## src/design/dsa_pkg.sv

```systemverilog
`timescale 1ns / 1ps
`default_nettype none
// ----------------------------------------------------------------------------
// dsa_pkg
// shared constants, codes and types of the dedup slot allocator
// ----------------------------------------------------------------------------
package dsa_pkg;

    localparam int SLOT_COUNT   = 32;
    localparam int SLOT_BASE    = 1024;
    localparam int KEY_BITS     = 64;
    localparam int NUMBER_LIMIT = 2048;

    // slots whose number would reach the limit do not exist
    localparam int USABLE_SLOTS = (SLOT_COUNT < NUMBER_LIMIT - SLOT_BASE) ?
                                  SLOT_COUNT : NUMBER_LIMIT - SLOT_BASE;

    localparam int IDX_W    = (SLOT_COUNT > 1) ? $clog2(SLOT_COUNT) : 1;
    localparam int CNT_W    = $clog2(USABLE_SLOTS + 1);
    localparam int OP_W     = 2;
    localparam int STATUS_W = 2;
    localparam int NUM_W    = 11;
    localparam int REL_W    = NUM_W + 1;

    localparam logic [OP_W-1:0] OP_RESOLVE = 2'd0;
    localparam logic [OP_W-1:0] OP_RESERVE = 2'd1;
    localparam logic [OP_W-1:0] OP_RELEASE = 2'd2;
    localparam logic [OP_W-1:0] OP_CLEAR   = 2'd3;

    localparam logic [STATUS_W-1:0] STS_DONE  = 2'd0;
    localparam logic [STATUS_W-1:0] STS_FOUND = 2'd1;
    localparam logic [STATUS_W-1:0] STS_FAIL  = 2'd2;

    typedef enum logic [1:0] {
        ST_IDLE,
        ST_SCAN,
        ST_RSV,
        ST_OUT
    } state_t;

endpackage : dsa_pkg
`default_nettype wire

```

## src/design/dsa_key_ram.sv

```systemverilog
`timescale 1ns / 1ps
`default_nettype none
// ----------------------------------------------------------------------------
// dsa_key_ram
// single port write, single port read key memory with registered read data
// ----------------------------------------------------------------------------
module dsa_key_ram #(
    parameter int DEPTH  = 32,
    parameter int WIDTH  = 64,
    parameter int ADDR_W = (DEPTH > 1) ? $clog2(DEPTH) : 1
) (
    input  wire logic              clk,
    input  wire logic              wr_en,
    input  wire logic [ADDR_W-1:0] wr_addr,
    input  wire logic [WIDTH-1:0]  wr_data,
    input  wire logic [ADDR_W-1:0] rd_addr,
    output logic      [WIDTH-1:0]  rd_data
);

    logic [WIDTH-1:0] mem [DEPTH];
    logic [WIDTH-1:0] rd_data_reg;

    always_ff @(posedge clk)
    begin
        if (wr_en)
        begin
            mem[wr_addr] <= wr_data;
        end
        rd_data_reg <= mem[rd_addr];
    end

    assign rd_data = rd_data_reg;

endmodule : dsa_key_ram
`default_nettype wire

```

## src/design/dedup_slot_allocator_unit.sv

```systemverilog
`timescale 1ns / 1ps
`default_nettype none
// resolve runs from accept to result word with one key memory read per usable slot
//   (the read data is registered behind the address)
// reserve checks one flag pair per cycle, from the highest usable slot down
// release, clear and an empty key go straight to the result; one word in flight at a time
// reset clears all key valid bits and reserved flags at once, no clearing pass
// ----------------------------------------------------------------------------
// dedup_slot_allocator_unit
// slot table with key dedup, lowest free claim and highest free reservation
// ----------------------------------------------------------------------------
module dedup_slot_allocator_unit
    import dsa_pkg::*;
(
    input  wire logic                clk,
    input  wire logic                rst_n,
    input  wire logic                in_valid,
    output logic                     in_stall,
    input  wire logic [OP_W-1:0]     op,
    input  wire logic [63:0]         lookup_key,
    input  wire logic [NUM_W-1:0]    release_number,
    output logic                     out_valid,
    input  wire logic                out_stall,
    output logic      [STATUS_W-1:0] status,
    output logic      [NUM_W-1:0]    slot_number
);

    state_t state_reg, state_next;

    logic [KEY_BITS-1:0]   key_reg, key_next;
    logic [CNT_W-1:0]      iss_reg, iss_next;
    logic                  chk_valid_reg, chk_valid_next;
    logic [IDX_W-1:0]      chk_idx_reg, chk_idx_next;
    logic                  free_found_reg, free_found_next;
    logic [IDX_W-1:0]      free_idx_reg, free_idx_next;
    logic [IDX_W-1:0]      rsv_idx_reg, rsv_idx_next;
    logic [STATUS_W-1:0]   res_status_reg, res_status_next;
    logic [NUM_W-1:0]      res_number_reg, res_number_next;
    logic                  out_valid_reg, out_valid_next;
    logic [STATUS_W-1:0]   status_reg, status_next;
    logic [NUM_W-1:0]      slot_number_reg, slot_number_next;
    logic [SLOT_COUNT-1:0] key_valid_reg, key_valid_next;
    logic [SLOT_COUNT-1:0] reserved_reg, reserved_next;

    logic                  accept;
    logic [KEY_BITS-1:0]   in_key;
    logic [KEY_BITS-1:0]   rd_data;
    logic                  chk_match;
    logic                  chk_free;
    logic                  chk_last;
    logic                  rsv_free;
    logic                  out_load;
    logic [REL_W-1:0]      rel_ext;
    logic                  rel_in_range;
    logic [IDX_W-1:0]      rel_idx;
    logic                  wr_en;
    logic [IDX_W-1:0]      wr_addr;

    assign accept   = in_valid && (state_reg == ST_IDLE);
    assign in_stall = (state_reg != ST_IDLE);
    assign in_key   = lookup_key[KEY_BITS-1:0];

    // a slot holds a key exactly when its valid bit is set: stored keys are never zero
    assign chk_match = chk_valid_reg && key_valid_reg[chk_idx_reg] && (rd_data == key_reg);
    assign chk_free  = chk_valid_reg && !key_valid_reg[chk_idx_reg]
                       && !reserved_reg[chk_idx_reg];
    assign chk_last  = chk_valid_reg && (chk_idx_reg == IDX_W'(USABLE_SLOTS - 1));
    assign rsv_free  = !key_valid_reg[rsv_idx_reg] && !reserved_reg[rsv_idx_reg];
    assign out_load  = (state_reg == ST_OUT) && (!out_valid_reg || !out_stall);

    assign rel_ext      = {1'b0, release_number};
    assign rel_in_range = (rel_ext >= REL_W'(SLOT_BASE))
                          && (rel_ext < REL_W'(SLOT_BASE + USABLE_SLOTS));
    assign rel_idx      = IDX_W'(rel_ext - REL_W'(SLOT_BASE));

    // claim on the last compare when no earlier slot matched
    assign wr_en   = (state_reg == ST_SCAN) && chk_last && !chk_match
                     && (free_found_reg || chk_free);
    assign wr_addr = free_found_reg ? free_idx_reg : chk_idx_reg;

    dsa_key_ram #(
        .DEPTH (SLOT_COUNT),
        .WIDTH (KEY_BITS),
        .ADDR_W(IDX_W)
    ) u_key_ram (
        .clk    (clk),
        .wr_en  (wr_en),
        .wr_addr(wr_addr),
        .wr_data(key_reg),
        .rd_addr(iss_reg[IDX_W-1:0]),
        .rd_data(rd_data)
    );

    always_comb
    begin
        state_next = state_reg;
        unique case (state_reg)
            ST_IDLE:
            begin
                if (in_valid)
                begin
                    unique case (op)
                        OP_RESOLVE: state_next = (in_key == '0) ? ST_OUT : ST_SCAN;
                        OP_RESERVE: state_next = ST_RSV;
                        default:    state_next = ST_OUT;
                    endcase
                end
            end
            ST_SCAN:
            begin
                if (chk_match || chk_last)
                begin
                    state_next = ST_OUT;
                end
            end
            ST_RSV:
            begin
                if (rsv_free || (rsv_idx_reg == '0))
                begin
                    state_next = ST_OUT;
                end
            end
            ST_OUT:
            begin
                if (out_load)
                begin
                    state_next = ST_IDLE;
                end
            end
            default: state_next = ST_IDLE;
        endcase
    end

    always_comb
    begin
        key_next        = key_reg;
        iss_next        = iss_reg;
        chk_valid_next  = 1'b0;
        chk_idx_next    = chk_idx_reg;
        free_found_next = free_found_reg;
        free_idx_next   = free_idx_reg;
        rsv_idx_next    = rsv_idx_reg;
        res_status_next = res_status_reg;
        res_number_next = res_number_reg;
        key_valid_next  = key_valid_reg;
        reserved_next   = reserved_reg;

        unique case (state_reg)
            ST_IDLE:
            begin
                if (accept)
                begin
                    key_next        = in_key;
                    iss_next        = '0;
                    free_found_next = 1'b0;
                    rsv_idx_next    = IDX_W'(USABLE_SLOTS - 1);
                    res_status_next = STS_DONE;
                    res_number_next = '0;
                    unique case (op)
                        OP_RESOLVE:
                        begin
                            if (in_key == '0)
                            begin
                                res_status_next = STS_FAIL;
                            end
                        end
                        OP_RESERVE:
                        begin
                        end
                        OP_RELEASE:
                        begin
                            if (rel_in_range)
                            begin
                                reserved_next[rel_idx] = 1'b0;
                            end
                        end
                        OP_CLEAR:
                        begin
                            key_valid_next = '0;
                        end
                        default:
                        begin
                        end
                    endcase
                end
            end
            ST_SCAN:
            begin
                if (iss_reg < CNT_W'(USABLE_SLOTS))
                begin
                    chk_valid_next = 1'b1;
                    chk_idx_next   = iss_reg[IDX_W-1:0];
                    iss_next       = iss_reg + 1'b1;
                end
                if (chk_free && !free_found_reg)
                begin
                    free_found_next = 1'b1;
                    free_idx_next   = chk_idx_reg;
                end
                if (chk_match)
                begin
                    res_status_next = STS_FOUND;
                    res_number_next = NUM_W'(SLOT_BASE) + NUM_W'(chk_idx_reg);
                end
                else if (chk_last)
                begin
                    if (free_found_reg || chk_free)
                    begin
                        key_valid_next[wr_addr] = 1'b1;
                        res_status_next = STS_DONE;
                        res_number_next = NUM_W'(SLOT_BASE) + NUM_W'(wr_addr);
                    end
                    else
                    begin
                        res_status_next = STS_FAIL;
                        res_number_next = '0;
                    end
                end
            end
            ST_RSV:
            begin
                if (rsv_free)
                begin
                    reserved_next[rsv_idx_reg] = 1'b1;
                    res_status_next = STS_DONE;
                    res_number_next = NUM_W'(SLOT_BASE) + NUM_W'(rsv_idx_reg);
                end
                else if (rsv_idx_reg == '0)
                begin
                    res_status_next = STS_FAIL;
                    res_number_next = '0;
                end
                else
                begin
                    rsv_idx_next = rsv_idx_reg - 1'b1;
                end
            end
            ST_OUT:
            begin
            end
            default:
            begin
            end
        endcase
    end

    // output register lets the next word enter while this result waits
    always_comb
    begin
        out_valid_next   = out_valid_reg;
        status_next      = status_reg;
        slot_number_next = slot_number_reg;
        if (out_load)
        begin
            out_valid_next   = 1'b1;
            status_next      = res_status_reg;
            slot_number_next = res_number_reg;
        end
        else if (out_valid_reg && !out_stall)
        begin
            out_valid_next = 1'b0;
        end
    end

    always_ff @(posedge clk or negedge rst_n)
    begin
        if (!rst_n)
        begin
            state_reg      <= ST_IDLE;
            chk_valid_reg  <= 1'b0;
            out_valid_reg  <= 1'b0;
            key_valid_reg  <= '0;
            reserved_reg   <= '0;
        end
        else
        begin
            state_reg      <= state_next;
            chk_valid_reg  <= chk_valid_next;
            out_valid_reg  <= out_valid_next;
            key_valid_reg  <= key_valid_next;
            reserved_reg   <= reserved_next;
        end
    end

    always_ff @(posedge clk)
    begin
        key_reg         <= key_next;
        iss_reg         <= iss_next;
        chk_idx_reg     <= chk_idx_next;
        free_found_reg  <= free_found_next;
        free_idx_reg    <= free_idx_next;
        rsv_idx_reg     <= rsv_idx_next;
        res_status_reg  <= res_status_next;
        res_number_reg  <= res_number_next;
        status_reg      <= status_next;
        slot_number_reg <= slot_number_next;
    end

    assign out_valid   = out_valid_reg;
    assign status      = status_reg;
    assign slot_number = slot_number_reg;

endmodule : dedup_slot_allocator_unit
`default_nettype wire

```

## config.mk

```make
export PLATFORM = sky130hd
export DESIGN_NAME = dedup_slot_allocator_unit
export DESIGN_NICKNAME = d
export VERILOG_FILES = /design/src/design/dsa_pkg.sv /design/src/design/dsa_key_ram.sv /design/src/design/dedup_slot_allocator_unit.sv
export SDC_FILE = /design/constraint.sdc
export NUM_CORES = 2
export LEC_CHECK = 0
export BUFFER_PORTS_ARGS = -buffer_cell sky130_fd_sc_hd__clkbuf_2
export CAP_MARGIN = 20
export CORE_AREA = 5 5 475 477
export CTS_CLUSTER_SIZE = 16
export DETAILED_ROUTE_END_ITERATION = 16
export DIE_AREA = 0 0 480 482
export PLACE_DENSITY = 0.57
export RECOVER_POWER = 50
export SYNTH_ARGS = -nofsm -noshare
export SYNTH_HDL_FRONTEND = slang
export SYNTH_SLANG_ARGS = --single-unit
```

## constraint.sdc

```tcl
create_clock -name clk -period 13.2 [get_ports clk]
set_input_delay 0 -clock clk [delete_from_list [all_inputs] [get_ports clk]]
set_output_delay 0 -clock clk [all_outputs]
set_load 0.01 [all_outputs]
```

[Word level (Yosys, flattened, before mapping)]
Memories as Yosys holds them, arrays and structs flattened. A register that Yosys moved wholly into a read port is not among the register bits.
Index checks and enable logic that the tools add are counted.
Storage, ports and cells
  flip-flop bits (word level): 180
  bits in writable memories: 2048
  bits of input ports: 81
  output and inout port bits: 15
  word-level logic and storage cells: 175
  memories kept: 1
Memory list
  u_key_ram.mem: depth 32, bits a word 64, read ports 1, clocked after Yosys merged registers in 1, write ports 1, line dsa_key_ram.sv:20  | logic [WIDTH-1:0] mem [DEPTH];
Cells by class
  add/sub/neg operators: 6
  $lt $le $gt $ge: 10
  equality and inequality tests: 26
  muxes and demuxes: 65
  bitwise logic cells: 4
  reductions and logical operators: 48
Operators with widths (number)
  $mux 32: 9
  $pmux 32 s2: 2
  $mux 11: 6
  $eq 64x64->1: 1
  $logic_not 64->1: 1
  $or 32x32->32: 2
  $add 11x5->11 const A: 3
  $pmux 11 s3: 1
  $and 32x32->32: 1
  $not 32->32: 1
  $mux 2: 13
  $lt 5x6->1 const B: 4
  $bmux 1 s5: 4
  $mux 5: 4
  $ne 2x2->1 const B: 10
  $logic_and 1x1->1: 17
  $demux 1 s5: 3
  $ge 5x1->1 const B: 3
  $mux 1: 15
  $mux 6: 2
  $ne 2x1->1 const B: 6
  $pmux 6 s2: 1
  $reduce_and 4->1: 3
  $ge 11x11->1 const B: 1
  other kinds (23): 46

[Longest topological paths before layout]
  word-level depth: 11
  mapped depth: 11
  mapped depth without buffers: 9

[Modules after synthesis]
Synthesis repeated with hierarchy kept, for this count alone.
Second synthesis, totals
  cells, all modules: 3828
  area, all modules: 87408.8 um2
By module, submodules not included
  dsa_key_ram: times used 1, cells each 3096, area an instance 78964.5 um2, seq. area each 62780.2 um2
  dedup_slot_allocator_unit: times used 1, cells each 732, area an instance 8444.3 um2, seq. area each 4764.6 um2

[Worst setup path after synthesis]
OpenSTA, ideal clock, no wires.
  path kind: flip-flop to flip-flop
  from: reg chk_idx_reg[0]
  to: mem u_key_ram.mem[7][0] (enable)
  setup time: 666 ps
  arrival time: 8677 ps
  data required time: 12534 ps
  setup slack: 3857 ps
  cell stages (with the launch flop): 10
  path buffers: 2
  clock period less this slack: 9343 ps
  path through: edfxtp_1 > buf_6 > mux4_1 > mux2i_1 > nor2_1 > o22ai_4 > nand3_1 > a21boi_2 > buf_6 > nor4b_1
On the way
  cells in the longest elaborated chain, start to end: 9
  elaborated cells on any way between the ends: 20
  classes of those cells: eq/ne (1); mux (7); reduce/logical (12)
Ends and longest elaborated chain
  start, declared: line dedup_slot_allocator_unit.sv:33  | logic [IDX_W-1:0] chk_idx_reg, chk_idx_next;
  start signal, assigned: line dedup_slot_allocator_unit.sv:289  | chk_idx_reg <= chk_idx_next;
  $bmux 1 s5: line dedup_slot_allocator_unit.sv:64, dedup_slot_allocator_unit.sv:65
  $mux 1 (not written as such): line dedup_slot_allocator_unit.sv:64, dedup_slot_allocator_unit.sv:65
  $logic_and 1x1->1 or $logic_not 1->1 (tied branches): line dedup_slot_allocator_unit.sv:64, dedup_slot_allocator_unit.sv:65
  $logic_and 1x1->1, on equally long branches: line dedup_slot_allocator_unit.sv:64, dedup_slot_allocator_unit.sv:65
  $logic_not 1->1 or $logic_and 1x1->1 (tied branches): line dedup_slot_allocator_unit.sv:77, dedup_slot_allocator_unit.sv:66
  $logic_and 1x1->1 or $logic_or 1x1->1 (tied branches): line dedup_slot_allocator_unit.sv:77, dedup_slot_allocator_unit.sv:78
  $logic_and 1x1->1: line dedup_slot_allocator_unit.sv:78  | && (free_found_reg || chk_free);
  $mux 1: line dsa_key_ram.sv:25  | if (wr_en)
  $mux 1 (not written as such): line dsa_key_ram.sv:27  | mem[wr_addr] <= wr_data;
  end, declared: line dsa_key_ram.sv:20
Several ways; a longest one is shown, not always the timed one. The select of a mux whose other input is x is not followed.

==> metrics <==
outcome=complete, but fails checks; failing checks=max-capacitance violations, max-slew violations; top_reg_cell synth=edfxtp_1; Placed Instances=~7000; final worst path period share=between 60% and 70%; DR vias/cell=5.726; post-CTS setup repair buffer count=0; Syn. warnings=0; cell-internal power=14.59 mW; Seq/Total Area, Yosys=slightly below 80%; leakage=roughly 31 nW; pre-CTS WS=approximately 8.0 ns; largest net degree at the start of global routing=133; clk slew on worst S/H paths=approximately 0.06 ns; Period minus WS final=8.216 ns; Worst Path Required=approximately 14 ns; count of pins over their slew limit=between 1000 and 1500; power share of the combinational group=between 20% and 30%; GRT overflow=0; I/O pins=96; CTS tree=done; Worst-Skew Late Latency=0.87 ns; Clock power frac=about a third; core region area=about 0.22 mm²; average size of a mapped cell=approximately 23 µm²; total power draw=around 20 mW; PD cells=~200 mW/mm²; CP Data Arrival Time=between 8 and 9 ns; IO Port Bufs=90; DR DRC count=0; CTS Buf Count=roughly 220; worst hold path class=in2reg; Synth area leaders=edfxtp_1, mux4_2, dfrtp_1; sequential share of power=42.3%; die height=between 400 and 500 µm; # rows=173; Cells after Synth=3826; Psw=~5.8 mW; vias=approximately 42000; fmax=between 0.1 and 0.15 GHz; startpoint types=flop; utilization after layout=between 40% and 50%; slew at the pin closest to its max-slew limit=8.815 ns; gpl congestion=between 0.8 and 0.9; wire per inst=30.51 µm; setup ws final=about 5 ns; global-route wire length before repair=between 300000 and 400000 µm; unique cell type count in the Yosys netlist=74; Initial Util=between 30 and 40%; Maximum Capacitance Violations=30; Filler cells=~18000; top-area cell type share of the netlist area=73.49%; final setup TNS=0 ns; vias in the first global route=42805; Antenna Violating Nets Remaining=0; critical path endpoint category=flop; Worst Path Max Fanout=90; Seq cells post-synth=roughly 2300; gr usage total=roughly 19%; Hold Violations, Final=0; unrepaired setup endpoints after global routing=false; NumNets Final=about 4300; Mapped Area=just under 0.09 mm²; full die area=0.2314 mm²; Setup-failing EPs final=0; post-synth top area cell=edfxtp_1; Final Skew=roughly 0.063 ns; critical setup path kind=reg2reg; routed wire length=around 230000 µm; count leader, synth=edfxtp_1; Root Driver=clkbuf_16; antenna violations before repair=5; max reg flops=2048; R2R Setup Slk=about 5.0 ns; hpwl dp=between 100000 and 150000 µm; asr flop ratio synth=about 3.0%; die width=approximately 480 µm; Clock Tree Buf Depth=3; Area Overhead vs Synth=15.35%; hold buffers post-CTS=about 150; worst slew margin relative to its limit=-487.7%; 1st-pass router iterations=7; non-filler cells, final=about 7400; clock sink count=around 2300; Post-synth top cells=edfxtp_1, mux4_2, clkbuf_1; initial drt markers=4353; CTS HTree Levels=4; Peak supply drop=between 0.15 and 0.2 mV; EDFF count, synth=2150; PostCTS Resize Cnt=0; layout cells sized above 1=27.27%; Switching Share=roughly 29%
-- critical path, cell delays in order (launching register included) --
cell,delay [ns]
edfxtp_1,0.32
clkbuf_1,6.05
mux4_2,1.38
mux2_2,0.21
-- worst paths after layout --
path                                   startpoint                    end  depth (start not counted)
worst max-delay path                   iss_reg[4]  u_key_ram.rd_data[50]                          3
worst min-delay path                lookup_key[3]             key_reg[3]                          2
worst max register to register         iss_reg[4]  u_key_ram.rd_data[50]                          3
worst min register to register  res_number_reg[1]         slot_number[1]                          0
max in group asynchronous                   rst_n           state_reg[0]                          4
min in group asynchronous                   rst_n       reserved_reg[25]                          4
-- cell families (layout without fill, tap and decap cells) --
kind of cell / count (synthesis) / in the layout / share of synthesized area (%)
buffers and inverters: 221 / 832 / 1.053
other: 1 / 6 / 0.004269
flip-flops: 2282 / 2282 / 76.89
AND/OR/NAND/NOR: 364 / 364 / 2.213
multiplexers: 737 / 737 / 17.74
AO/OA/AOI/OAI: 158 / 158 / 1.431
adder cells (fa/ha/maj): 10 / 10 / 0.1424
XOR/XNOR: 53 / 53 / 0.5284
-- layout make-up --
type / count / area, µm² / area share (%)
clock buffer: 283 / 6001 / 5.922
clock inverter: 142 / 1440 / 1.421
antenna: 1 / 2.502 / 0.002469
sequential: 2282 / 67540 / 66.65
inverter: 19 / 72.57 / 0.07161
timing repair buffer: 388 / 2924 / 2.885
multi-input combinational: 1327 / 19630 / 19.37
tap: 2975 / 3722 / 3.673
-- cell usage in the layout, fill, tap and decap left out, types with 23 or more instances in the layout --
cell type / instances
buf_4: 85
clkinv_2: 39
clkbuf_16: 227
nand2b_1: 36
nor3_1: 26
clkbuf_2: 23
dfrtp_1: 68
mux4_2: 643
xnor2_1: 50
dfxtp_1: 64
a21oi_1: 24
bufinv_16: 24
nand2_1: 91
nand4_1: 40
clkbuf_1: 162
edfxtp_1: 2150
nor2_1: 46
mux2_2: 66
dlygate4sd3_1: 153
clkinv_1: 53
-- power groups by stage --
| stage | clock network [mW] | logic [mW] | registers [mW] |
|---|---|---|---|
| 2_1_floorplan | 0 | 3.63 | 8.69 |
| 3_3_place_gp | 0 | 5.28 | 8.78 |
| 3_5_place_dp | 0 | 5.28 | 8.79 |
| 4_1_cts | 6.55 | 5.35 | 8.64 |
| 5_1_grt | 6.85 | 5.69 | 8.66 |
| 6_report | 6.41 | 5.38 | 8.64 |
-- metal layers --
metal	part of all wire [%]	GRT usage [%]	wire length, µm	vias to the layer above
li1	-	-	-	17220
met1	43	28.38	97900	23348
met2	48	30.90	108800	1637
met3	6.4	2.979	14410	265
met4	2.3	4.803	5156	0
met5	0	0	0	-
-- per-stage QoR --
step                hold slack (ns)  instance area, µm²
global route                0.09844              101300
floorplan                   -0.2956               87870
CTS                         0.01680              101500
detailed placement           0.1973               92580
finish                       0.1426              101300
global placement             0.1942               92520
No activity file was read; power rests on OpenSTA's default activity.
